--- config.mk ---
export PLATFORM = sky130hd
export DESIGN_NAME = sm3_hash_core
export DESIGN_NICKNAME = d
export VERILOG_FILES = /design/src/rtl/sm3_pkg.sv /design/src/rtl/sm3_datapath.sv /design/src/rtl/sm3_ctrl.sv /design/src/rtl/sm3_hash_core.sv
export SDC_FILE = /design/constraint.sdc
export NUM_CORES = 2
export LEC_CHECK = 0
export ABC_AREA = 1
export BUFFER_PORTS_ARGS = -buffer_cell sky130_fd_sc_hd__buf_2
export CAP_MARGIN = 20
export CORE_ASPECT_RATIO = 0.7
export CORE_MARGIN = 5
export CORE_UTILIZATION = 40
export CTS_CLUSTER_DIAMETER = 150
export CTS_CLUSTER_SIZE = 30
export DETAILED_ROUTE_END_ITERATION = 16
export GPL_ROUTABILITY_DRIVEN = 1
export REMOVE_ABC_BUFFERS = 1
export SLEW_MARGIN = 15
export SYNTH_ARGS = -nofsm -noshare
export SYNTH_HDL_FRONTEND = slang
export SYNTH_SLANG_ARGS = --single-unit
--- constraint.sdc ---
create_clock -name clk_i -period 9.24 [get_ports clk_i]
set_clock_uncertainty 0.1 [all_clocks]
set_input_delay 1.386 -clock clk_i [delete_from_list [all_inputs] [get_ports clk_i]]
set_output_delay 1.386 -clock clk_i [all_outputs]
set_load 0.05 [all_outputs]
--- src/rtl/sm3_pkg.sv ---
// SM3 hash core package: round constants, IV and helper functions.
// Used by sm3_ctrl, sm3_datapath and sm3_hash_core; no other dependencies.
package sm3_pkg;

  localparam logic [31:0] TLow  = 32'h79CC4519;
  localparam logic [31:0] THigh = 32'h7A879D8A;
  localparam logic [31:0] PadWord = 32'h80000000;
  localparam logic [3:0]  LenSlot = 4'd14;

  localparam logic [255:0] Iv =
    256'h7380166F4914B2B9172442D7DA8A0600A96F30BC163138AAE38DEE4DB0FB0E4E;

  typedef enum logic [1:0] {
    WSEL_MSG  = 2'd0,
    WSEL_ZERO = 2'd1,
    WSEL_LENH = 2'd2,
    WSEL_LENL = 2'd3
  } wsel_e;

  typedef struct packed {
    logic        push;
    wsel_e       wsel;
    logic        round;
    logic        fold;
    logic        reset_iv;
    logic        out_load;
    logic        out_shift;
    logic        len_add;
    logic [31:0] msg;
    logic [2:0]  cnt;
    logic        fin;
  } dp_cmd_t;

  typedef struct packed {
    logic [3:0] slot;
    logic       round_done;
  } dp_sts_t;

  function automatic logic [31:0] rotl(input logic [31:0] x, input logic [4:0] r);
    logic [63:0] t;
    t = {x, x} << r;
    return t[63:32];
  endfunction

  function automatic logic [31:0] p0(input logic [31:0] x);
    return x ^ rotl(x, 5'd9) ^ rotl(x, 5'd17);
  endfunction

  function automatic logic [31:0] p1(input logic [31:0] x);
    return x ^ rotl(x, 5'd15) ^ rotl(x, 5'd23);
  endfunction

endpackage

--- src/rtl/sm3_datapath.sv ---
// SM3 datapath: message window, round registers, chaining value, length counter.
// Depends on sm3_pkg.
module sm3_datapath (
  input  logic              clk_i,
  input  logic              rst_ni,
  input  sm3_pkg::dp_cmd_t  cmd_i,
  output sm3_pkg::dp_sts_t  sts_o,
  output logic [31:0]       out_word_o
);

  logic [31:0] win_q [16];
  logic [31:0] r_q [8];
  logic [31:0] r_nx [8];
  logic [31:0] cv_q [8];
  logic [31:0] ob_q [8];
  logic [63:0] len_q;
  logic [3:0]  slot_q;
  logic [5:0]  j_q;
  logic [2:0]  cnt;
  logic [31:0] mword, pword, wnew, wj, wp, tc, a12, ss1, ss2, ff, gg, tt1, tt2, x;
  logic [3:0]  k;

  always_comb begin
    cnt = (cmd_i.cnt > 3'd4) ? 3'd4 : cmd_i.cnt;
    if (!cmd_i.fin || cnt == 3'd4) begin
      mword = cmd_i.msg;
    end else begin
      mword = (cmd_i.msg & ~(32'hFFFFFFFF >> {cnt, 3'b000}))
            | (sm3_pkg::PadWord >> {cnt, 3'b000});
    end
    unique case (cmd_i.wsel)
      sm3_pkg::WSEL_MSG:  pword = mword;
      sm3_pkg::WSEL_ZERO: pword = 32'd0;
      sm3_pkg::WSEL_LENH: pword = len_q[63:32];
      sm3_pkg::WSEL_LENL: pword = len_q[31:0];
      default:            pword = 32'd0;
    endcase
    k   = j_q[3:0] + 4'd4;
    x   = win_q[k] ^ win_q[k + 4'd7] ^ sm3_pkg::rotl(win_q[k + 4'd13], 5'd15);
    wnew = sm3_pkg::p1(x) ^ sm3_pkg::rotl(win_q[k + 4'd3], 5'd7) ^ win_q[k + 4'd10];
    wj  = win_q[j_q[3:0]];
    wp  = wj ^ ((j_q >= 6'd12) ? wnew : win_q[k]);
    tc  = (j_q < 6'd16) ? sm3_pkg::TLow : sm3_pkg::THigh;
    a12 = sm3_pkg::rotl(r_q[0], 5'd12);
    ss1 = sm3_pkg::rotl(a12 + r_q[4] + sm3_pkg::rotl(tc, j_q[4:0]), 5'd7);
    ss2 = ss1 ^ a12;
    if (j_q < 6'd16) begin
      ff = r_q[0] ^ r_q[1] ^ r_q[2];
      gg = r_q[4] ^ r_q[5] ^ r_q[6];
    end else begin
      ff = (r_q[0] & r_q[1]) | (r_q[0] & r_q[2]) | (r_q[1] & r_q[2]);
      gg = (r_q[4] & r_q[5]) | (~r_q[4] & r_q[6]);
    end
    tt1 = ff + r_q[3] + ss2 + wp;
    tt2 = gg + r_q[7] + ss1 + wj;
    r_nx[0] = tt1;
    r_nx[1] = r_q[0];
    r_nx[2] = sm3_pkg::rotl(r_q[1], 5'd9);
    r_nx[3] = r_q[2];
    r_nx[4] = sm3_pkg::p0(tt2);
    r_nx[5] = r_q[4];
    r_nx[6] = sm3_pkg::rotl(r_q[5], 5'd19);
    r_nx[7] = r_q[6];
  end

  always_ff @(posedge clk_i) begin
    if (cmd_i.push) begin
      win_q[slot_q] <= pword;
    end else if (cmd_i.round && j_q >= 6'd12) begin
      win_q[k] <= wnew;
    end
  end

  always_ff @(posedge clk_i or negedge rst_ni) begin
    if (!rst_ni) begin
      for (int i = 0; i < 8; i++) begin
        cv_q[i] <= sm3_pkg::Iv[255 - 32*i -: 32];
        r_q[i]  <= 32'd0;
        ob_q[i] <= 32'd0;
      end
      len_q  <= 64'd0;
      slot_q <= 4'd0;
      j_q    <= 6'd0;
    end else begin
      if (cmd_i.len_add) begin
        len_q <= len_q + (cmd_i.fin ? {58'd0, cnt, 3'b000} : 64'd32);
      end
      if (cmd_i.push) begin
        slot_q <= slot_q + 4'd1;
        if (slot_q == 4'd15) begin
          for (int i = 0; i < 8; i++) r_q[i] <= cv_q[i];
        end
      end
      if (cmd_i.round) begin
        j_q <= j_q + 6'd1;
        for (int i = 0; i < 8; i++) r_q[i] <= r_nx[i];
      end
      if (cmd_i.fold) begin
        for (int i = 0; i < 8; i++) cv_q[i] <= cv_q[i] ^ r_nx[i];
      end
      if (cmd_i.out_load) begin
        for (int i = 0; i < 8; i++) ob_q[i] <= cv_q[i] ^ r_nx[i];
      end else if (cmd_i.out_shift) begin
        for (int i = 0; i < 7; i++) ob_q[i] <= ob_q[i+1];
      end
      if (cmd_i.reset_iv) begin
        for (int i = 0; i < 8; i++) cv_q[i] <= sm3_pkg::Iv[255 - 32*i -: 32];
        len_q  <= 64'd0;
        slot_q <= 4'd0;
      end
    end
  end

  assign sts_o.slot       = slot_q;
  assign sts_o.round_done = (j_q == 6'd63);
  assign out_word_o       = ob_q[0];

endmodule

--- src/rtl/sm3_ctrl.sv ---
// SM3 controller: sequences word intake, padding, rounds and digest output.
// Depends on sm3_pkg.
module sm3_ctrl (
  input  logic              clk_i,
  input  logic              rst_ni,
  input  logic              valid_i,
  output logic              stall_o,
  input  logic [31:0]       msg_word_i,
  input  logic [2:0]        byte_count_i,
  input  logic              final_item_i,
  output logic              valid_o,
  output logic              digest_last_o,
  input  logic              stall_i,
  output sm3_pkg::dp_cmd_t  cmd_o,
  input  sm3_pkg::dp_sts_t  sts_i
);

  typedef enum logic [2:0] {
    S_IDLE, S_ROUND, S_PADW, S_ZERO, S_LENH, S_LENL, S_OUT
  } state_e;

  state_e     state_q;
  state_e     ret_q;
  logic [2:0] oc_q;
  logic       acc;

  assign stall_o = (state_q != S_IDLE);
  assign acc     = valid_i && !stall_o;
  assign valid_o = (state_q == S_OUT);
  assign digest_last_o = (oc_q == 3'd7);

  always_comb begin
    cmd_o = '0;
    cmd_o.msg  = msg_word_i;
    cmd_o.cnt  = byte_count_i;
    cmd_o.fin  = final_item_i;
    cmd_o.wsel = sm3_pkg::WSEL_MSG;
    unique case (state_q)
      S_IDLE: begin
        cmd_o.push    = acc;
        cmd_o.len_add = acc;
      end
      S_ROUND: begin
        cmd_o.round = 1'b1;
        cmd_o.fold  = sts_i.round_done;
      end
      S_PADW: begin
        cmd_o.push = 1'b1;
        cmd_o.fin  = 1'b1;
        cmd_o.cnt  = 3'd0;
      end
      S_ZERO: begin
        cmd_o.push = 1'b1;
        cmd_o.wsel = sm3_pkg::WSEL_ZERO;
      end
      S_LENH: begin
        cmd_o.push = 1'b1;
        cmd_o.wsel = sm3_pkg::WSEL_LENH;
      end
      S_LENL: begin
        cmd_o.push = 1'b1;
        cmd_o.wsel = sm3_pkg::WSEL_LENL;
      end
      S_OUT: begin
        cmd_o.out_shift = !stall_i;
      end
      default: ;
    endcase
    cmd_o.out_load = (state_q == S_ROUND) && sts_i.round_done && (ret_q == S_OUT);
    cmd_o.reset_iv = cmd_o.out_load;
  end

  always_ff @(posedge clk_i or negedge rst_ni) begin
    if (!rst_ni) begin
      state_q <= S_IDLE;
      ret_q   <= S_IDLE;
      oc_q    <= 3'd0;
    end else begin
      unique case (state_q)
        S_IDLE: begin
          if (acc) begin
            if (final_item_i) begin
              ret_q <= (byte_count_i >= 3'd4) ? S_PADW
                     : (sts_i.slot == sm3_pkg::LenSlot - 4'd1) ? S_LENH : S_ZERO;
            end else begin
              ret_q <= S_IDLE;
            end
            if (sts_i.slot == 4'd15) begin
              state_q <= S_ROUND;
            end else if (final_item_i) begin
              state_q <= (byte_count_i >= 3'd4) ? S_PADW
                       : (sts_i.slot == sm3_pkg::LenSlot - 4'd1) ? S_LENH : S_ZERO;
            end
          end
        end
        S_ROUND: begin
          if (sts_i.round_done) begin
            state_q <= ret_q;
            oc_q    <= 3'd0;
          end
        end
        S_PADW, S_ZERO: begin
          ret_q <= (sts_i.slot == sm3_pkg::LenSlot - 4'd1) ? S_LENH : S_ZERO;
          if (sts_i.slot == 4'd15) begin
            state_q <= S_ROUND;
          end else begin
            state_q <= (sts_i.slot == sm3_pkg::LenSlot - 4'd1) ? S_LENH : S_ZERO;
          end
        end
        S_LENH: begin
          state_q <= S_LENL;
        end
        S_LENL: begin
          ret_q   <= S_OUT;
          state_q <= S_ROUND;
        end
        S_OUT: begin
          if (!stall_i) begin
            oc_q <= oc_q + 3'd1;
            if (oc_q == 3'd7) begin
              state_q <= S_IDLE;
            end
          end
        end
        default: state_q <= S_IDLE;
      endcase
    end
  end

endmodule

--- src/rtl/sm3_hash_core.sv ---
// SM3 hash core top level: controller plus datapath.
// Depends on sm3_pkg, sm3_ctrl and sm3_datapath.
//
// Usage: message words enter on the input channel (valid_i/stall_o) as
// big-endian words with byte_count_i valid bytes and final_item_i on the last
// transaction. The core pads the message itself. A word that fills a 16-word
// block starts a compression, one round per cycle from the round registers;
// stall_o is high for that time. After the final transaction the core writes
// the pad word if one is needed, the zero and length words, runs one or two
// compressions, and then presents the eight digest words A..H on the output
// channel (valid_o/stall_i), one per transaction, digest_last_o on the eighth.
// While the receiver stalls the current word holds and no input is taken.
// Reset loads the IV, clears the length counter and returns to idle.
module sm3_hash_core (
  input  logic        clk_i,
  input  logic        rst_ni,
  input  logic        valid_i,
  output logic        stall_o,
  input  logic [31:0] msg_word_i,
  input  logic [2:0]  byte_count_i,
  input  logic        final_item_i,
  output logic        valid_o,
  input  logic        stall_i,
  output logic [31:0] digest_word_o,
  output logic        digest_last_o
);

  sm3_pkg::dp_cmd_t cmd;
  sm3_pkg::dp_sts_t sts;

  sm3_ctrl u_ctrl (
    .clk_i         (clk_i),
    .rst_ni        (rst_ni),
    .valid_i       (valid_i),
    .stall_o       (stall_o),
    .msg_word_i    (msg_word_i),
    .byte_count_i  (byte_count_i),
    .final_item_i  (final_item_i),
    .valid_o       (valid_o),
    .digest_last_o (digest_last_o),
    .stall_i       (stall_i),
    .cmd_o         (cmd),
    .sts_i         (sts)
  );

  sm3_datapath u_dp (
    .clk_i      (clk_i),
    .rst_ni     (rst_ni),
    .cmd_i      (cmd),
    .sts_o      (sts),
    .out_word_o (digest_word_o)
  );

`ifndef NO_ASSERTIONS
  a_no_accept_while_out: assert property (@(posedge clk_i) disable iff (!rst_ni)
    valid_o |-> stall_o) else $error("input accepted during digest output");
  a_round_no_push: assert property (@(posedge clk_i) disable iff (!rst_ni)
    !(cmd.round && cmd.push)) else $error("push during compression");
  a_last_ends: assert property (@(posedge clk_i) disable iff (!rst_ni)
    (valid_o && !stall_i && digest_last_o) |=> !valid_o)
    else $error("output continues after last digest word");
`endif

endmodule

* After elaboration in Yosys (flattened, before gate mapping)
Memory sizes are Yosys's and may differ from the RTL's.
Index checks and enable logic that the tools add are counted.
** Word-level totals
- Input bits :: 40
- Memories :: 1
- Output and inout bits :: 35
- RAM bits :: 512
- Flip-flop bits (word level) :: 851
- Logic and storage cells :: 184
** Memory list
- u_dp.win_q :: depth 16, width 32, read ports 6, clocked after memory_dff 0, write ports 1, line sm3_datapath.sv:11 : logic [31:0] win_q [16];
** Cells by class
- Magnitude comparators :: 4
- Equality and inequality tests :: 20
- Add/sub/neg operators :: 17
- Bitwise operators :: 34
- Shifts and indexed selects :: 3
- Mux-type cells :: 49
- Reduce and logical (&&, ||, !) cells :: 26
** Operators with widths (number)
- 256-bit 2-to-1 mux :: 5
- 32-bit XOR :: 22
- 224-bit 2-to-1 mux :: 2
- 32-bit adder :: 8
- 32-bit AND :: 6
- 32-bit 2-to-1 mux :: 5
- 64-bit 2-to-1 mux :: 2
- 32-bit bitwise OR :: 4
- 32-bit case mux with 4 select lines :: 1
- 64-bit adder :: 1
- 32-bit inverter :: 2
- 64-bit by 5-bit << shifter with 64-bit output :: 1
- 32-bit by 6-bit right shift with 32-bit output, first input constant :: 2
- 3-bit 2-to-1 mux :: 14
- 32-bit OR reduction :: 1
- 26-bit 2-to-1 mux :: 1
- 3-bit == test, second input constant :: 6
- 3-bit case mux with 6 select lines :: 1
- 4-bit 2-to-1 mux :: 4
- 2-bit nonzero test :: 7
- 3-bit case mux with 3 select lines :: 1
- 4-bit by 3-bit adder with 4-bit output, second input constant :: 2
- 4-bit adder, second input constant :: 2
- 4-bit == test, second input constant :: 2
- other kinds (33) :: 51

* Depth between registers and ports, before layout
An unclocked memory read counts as a cell.
- Word-level depth :: 15
- Mapped depth :: 58

* By module
From an unflattened synthesis, not the netlist that was laid out.
** Unflattened totals
- Cells, all modules :: 11093
- Area total of the unflattened synthesis :: 87951.9 µm²
** Modules (own cells, without submodules)
- sm3_datapath :: sequential area each 36518.8 µm², times used 1, cells each 10939, area an instance 86988.4 µm²
- sm3_ctrl :: sequential area each 225.2 µm², times used 1, cells each 154, area an instance 963.4 µm²

* Least setup slack after synthesis
No wires, ideal clock.
- Path type :: reg-to-reg
- Start :: reg u_dp.j_q[1]
- End :: reg u_dp.cv_q[253] (netlist name)
- Slack :: 0.373 ns
- Data arrival time :: 8.689 ns
- Stages on the path, launching flop included :: 54
- Library setup time :: 0.078 ns
- Buffers on the path :: 7
- Required time :: 9.062 ns
- Cells stage by stage :: dfrtp_1 -> buf_2 -> buf_2 -> buf_2 -> clkbuf_1 -> clkbuf_1 -> buf_2 -> buf_2 -> nor2_1 -> a21oi_1 -> nand2_1 -> o21ai_0 -> o21ai_0 -> o21ai_0 -> fa_1 -> ha_1 -> fa_1 -> nand3_1 -> (+18 left out) -> nand3b_1 -> nand2_1 -> a21oi_1 -> o21bai_1 -> nand3_1 -> nand2_1 -> a21oi_1 -> o21bai_1 -> nand2_1 -> nand2_1 -> nand2_1 -> nand2_1 -> xor2_1 -> nand2_1 -> nand2_1 -> nand2_1 -> o21ai_0 -> inv_1
** Between the ends
- Longest elaborated chain between the ends :: 15
** RTL lines
- start, declared :: line sm3_datapath.sv:18 : logic [5:0] j_q;
- start signal, assigned :: line sm3_datapath.sv:95 : j_q <= j_q + 6'd1;
- parallel branches: the longest is 15 deep, another holds 32-bit adder
- end signal, assigned by index :: line sm3_datapath.sv:77 : cv_q[i] <= sm3_pkg::Iv[255 - 32*i -: 32];
- end, declared :: line sm3_datapath.sv:14 : logic [31:0] cv_q [8];
Several ways; the timed one is not identified. The select of a mux whose other input is x is not followed.
A chain may end at the register's enable or synchronous reset.

* Worst setup path in the final report
- Start :: reg u_dp.j_q[4]
- End :: reg u_dp.cv_q[117] (netlist name)
** Between the ends
- Longest elaborated chain between the ends :: 11
** RTL lines
- 6-bit by 5-bit less-than comparator with 1-bit output :: line sm3_datapath.sv:43, sm3_datapath.sv:47
- 26-bit 2-to-1 mux :: line sm3_datapath.sv:43 : tc = (j_q < 6'd16) ? sm3_pkg::TLow : sm3_pkg::THigh;
- 64-bit by 5-bit << shifter with 64-bit output :: line sm3_pkg.sv:41 : t = {x, x} << r;
- 32-bit adder :: line sm3_datapath.sv:45 : ss1 = sm3_pkg::rotl(a12 + r_q[4] + sm3_pkg::rotl(tc, j_q[4:0]), 5'd7);
- 32-bit adder (2 in a row) :: line sm3_datapath.sv:55 : tt2 = gg + r_q[7] + ss1 + wj;
- 32-bit XOR (2 in a row) :: line sm3_pkg.sv:46 : return x ^ rotl(x, 5'd9) ^ rotl(x, 5'd17);
- 32-bit XOR :: line sm3_datapath.sv:99 : for (int i = 0; i < 8; i++) cv_q[i] <= cv_q[i] ^ r_nx[i];
- 256-bit 2-to-1 mux :: line sm3_datapath.sv:98 : if (cmd_i.fold) begin
- 256-bit 2-to-1 mux :: line sm3_datapath.sv:106 : if (cmd_i.reset_iv) begin
Several ways; a longest one is shown, not always the timed one. The select of a mux whose other input is x is not followed.

==> flow_results.org <==
** Layout
- The top cell types in the final layout, fill and taps aside, are 2636 x nand2_1, 1059 x inv_1, 858 x o21ai_0.
- Core Util, Final :: 0.431
- Fill cells in the final layout number 21.4k.
- The net count of the finished layout is 10.9k.
- Most common cell after layout, fill and taps aside :: nand2_1
- Relative to the synthesized area, the layout overhead comes to 7.29%.
- In the final layout, the share of cells above drive strength 1 is 0.0797.

** Worst setup path
- The worst register-to-register path has a setup slack of 0.42 ns.
- The largest single stage delay on the critical path is 0.52 ns.
- On the critical path, the stage with the largest delay is an instance of fa_1.
- Maximum fanout count along the critical path :: 7
- For the worst setup path, the data required time is roughly 9.8 ns.
- The endpoint identified for the worst register-to-register timing path is u_dp.cv_q[117]$_DFFE_PN1P_.
- Endpoint type of the worst setup path :: register
- Crit path launch type :: register
- For the worst setup path, the data arrival time is about 9.4 ns.
- Counting cells, the worst reg-to-reg path comes to 40.
- The critical path contains buffers and inverters numbering 13 combined.
- Kind of cell adding the most delay to the critical path :: adder cells
- WS Path Type :: reg -> reg
- Reg-to-reg critical path startpoint :: u_dp.j_q[4]$_DFFE_PN0P_

** Die
- The floorplan step defined a die boundary enclosing 0.227 mm2.
- Initial standard-cell utilization of the core :: 0.401
- Row generation in the floorplan step produced 143 rows.
- DIE WIDTH :: 567 um
- For this design the top-level I/O count stands at between 70 and 80.
- Die height :: around 400 um
- After floorplanning, the core was sized to cover 0.216 mm2.

** Placement
- Global placement routability congestion :: 1.01
- After legalization and detailed placement, the total HPWL measured 256 mm.
- PortBufs :: 74

** Drt
- Routed WL :: ~360 mm
- In this run, the number of DRC markers left after iteration 0 of detailed routing was 11.5k.
- In the routed layout, each cell is associated on average with a via count of 5.90.
- In the routed design, unresolved DRC markers number 0.
- In this run the remaining antenna-violating nets after routing total 0.
- Detailed-route wire length per cell :: 26.9 um
- The routed layout has around 80k vias.
- The first detailed-routing pass took 8 iterations.

** GRT
- First-pass GRT wire length :: approximately 520 mm
- Initial antenna violation count :: 25
- The number of global-route vias before repair was 72.4k.
- GRT overflow :: 0
- Across every metal layer, demand over resource in global routing totals 0.311.
- Maximum number of pins on one net before global-route repair :: 187

** Timing
- For the pin with the worst max-slew slack, the measured transition is between 1 and 1.5 ns.
- The number of slew-limit violations in the final report came to 0.
- The number of hold violations in the final report came to 0.
- Timing would allow up to 113 MHz.
- Measured against its own limit, the worst slew margin works out to 0.106.
- Of the available clock period, the critical path in the final layout requires 0.954.
- Setup violations remaining at the end of the flow were counted as 0.
- The routed design could run at a clock period as short as 8.82 ns.

** Clock network
- Clock Tree Root :: clkbuf_16
- Num CTS Buffers :: 51
- In this run, post-CTS hold repair placed 0 buffers.
- Clock insertion delay at the later pin of the skew report :: ~0.78 ns
- After clock tree synthesis, the clock-pin slew on the worst setup and hold paths is 0.14 ns.
- The longest clock path from root to sink contains 3 buffers.
- # clock sinks :: 1360
- Clock H-tree levels :: 2
- TritonCTS built the clock tree.

** Yosys
- Sequential fraction of the synthesis area :: 0.423
- Averaged over all synthesized cells, the footprint is 8.10 um2.
- Among all flip-flop cells after synthesis, the most frequent one is dfrtp_1.
- Total standard cell area after synthesis :: 0.0869 mm2
- Synthesis produced 10.7k cells.
- Post-synth ARST share :: 0.624
- Number of unique standard cell types used by synthesis :: 64
- For this run, the number of Yosys warnings is 0.
- Synthesis inferred about 1.4k register bits.
- Counting flops with a built-in enable in the synthesized netlist gives just over 500.

** Status
- Outcome :: complete, no violations

** Min path
- The startpoint identified for the worst hold timing path is u_dp.len_q[36]$_DFFE_PN0P_.
- Terminating pin of the worst hold path :: u_dp.len_q[36]$_DFFE_PN0P_
- Kind of path behind the tightest hold check :: reg -> reg
- Cells on Worst Hold Path :: 1

** Run
- Reported max-cap violation count :: 0
-- stage by stage --
step | setup slack [ns] | TNS, ns | hold WS, ns | cell area [um2] | std cells
detailed placement | 0.170 | 0 | 0.357 | 91400 | 13400
floorplan | -19.84 | - | 0.337 | 83800 | 10000
CTS | 0.0936 | 0 | 0.374 | 92900 | 13500
global route | -0.0238 | -0.0612 | 0.383 | 93200 | 13500
global placement | 0.205 | 0 | 0.350 | 91400 | 13400
finish | 0.424 | 0 | 0.376 | 93200 | 13500
-- worst max-delay path by stage --
stage | startpoint | end | slack [ns] | cells after the start
6_report | u_dp.j_q[4]$_DFFE_PN0P_ | u_dp.cv_q[117]$_DFFE_PN1P_ | 0.42 | 40
5_1_grt | u_dp.j_q[4]$_DFFE_PN0P_ | u_dp.cv_q[97]$_DFFE_PN0P_ | -0.02 | 47
4_1_cts | u_dp.j_q[4]$_DFFE_PN0P_ | u_dp.cv_q[121]$_DFFE_PN0P_ | 0.09 | 44
3_5_place_dp | u_dp.j_q[4]$_DFFE_PN0P_ | u_dp.cv_q[121]$_DFFE_PN0P_ | 0.17 | 44
3_3_place_gp | u_dp.j_q[4]$_DFFE_PN0P_ | u_dp.cv_q[121]$_DFFE_PN0P_ | 0.20 | 46
2_1_floorplan | u_dp.j_q[0]$_DFFE_PN0P_ | u_dp.out_word_o[29]$_DFFE_PN0P_ | -19.84 | 42
-- cell families after synthesis --
kind of cell / after synthesis / synth area share
compound gates: 2671 / 0.180
xor+xnor: 575 / 0.0600
fa+ha+maj: 300 / 0.0595
buf+inv: 1767 / 0.0823
flops: 1360 / 0.423
mux: 61 / 0.00703
simple gates: 3988 / 0.188
-- routing by layer --
| layer | part of all wire | global-route usage | up-vias |
|---|---|---|---|
| met1 | 0.46 | 0.480 | 39300 |
| li1 | - | - | 35700 |
| met5 | 0.00084 | 0 | - |
| met3 | 0.13 | 0.0886 | 490 |
| met2 | 0.39 | 0.420 | 4323 |
| met4 | 0.031 | 0.0833 | 14 |
-- Yosys cell counts, types with 6 or more instances --
master	n	area, um2
o221ai_1	197	1730
a211oi_1	8	60.1
a32oi_1	25	219
inv_2	16	60.1
o32a_1	7	70.1
a21oi_1	541	2710
nor2_1	449	1690
nand3b_1	24	180
o211ai_1	172	1290
a221oi_1	22	193
nand4_1	27	169
xor2_1	319	2790
nand3_1	659	3300
o21ai_0	877	4390
or2_2	72	450
xor2_2	6	97.6
mux2i_1	61	611
xnor2_1	235	2060
clkbuf_1	355	1330
buf_1	73	274
fa_1	189	3780
o22a_1	30	263
buf_4	57	428
edfxtp_1	512	15400
or2_1	17	106
a31oi_1	46	288
dfstp_2	119	3130
a21o_1	10	75.1
inv_1	1066	4000
o21a_1	52	390
o21bai_1	17	128
buf_2	185	926
dfrtp_1	729	18200
buf_6	10	113
a21boi_0	7	52.6
nand2_1	2642	9920
xnor2_2	12	195
a22oi_1	26	195
o21ai_1	344	1720
ha_1	111	1390
nor4_1	14	87.6
nor3_1	64	320
o22ai_1	275	1720
-- what timing repair did --
action | in CTS | in global routing
endpoints found under the hold margin | 0 | 0
setup endpoints to repair | 0 | 150
buffers inserted | 0 | 4
resized for setup | 0 | 47
-- state kept, by name (all words and copies together) (netlist names) --
name             flops
u_ctrl.ret_q         3
u_dp.cv_q          256
u_dp.a12            32
u_dp.win_q         512
u_dp.j_q             6
u_dp.r_q            64
u_ctrl.state_q       3
u_dp.r_nx          160
u_ctrl.oc_q          3
u_dp.ob_q          224
u_dp.slot_q          4
u_dp.len_q          61
u_dp.out_word_o     32
-- final cells by class --
class                      count  area, um2  share of cell area
timing repair buffer         477       3770              0.0404
inverter                    1087       4140              0.0444
tap                         2900       3630              0.0389
clock inverter                 5       77.6            0.000832
antenna                        6       15.0            0.000161
clock buffer                  91       1430              0.0153
multi-input combinational   7595      43400               0.466
sequential                  1360      36800               0.394
Power is left out: the tool's default activity adds up to more than one toggle a clock period on the data nets, which glitch-free logic cannot reach.
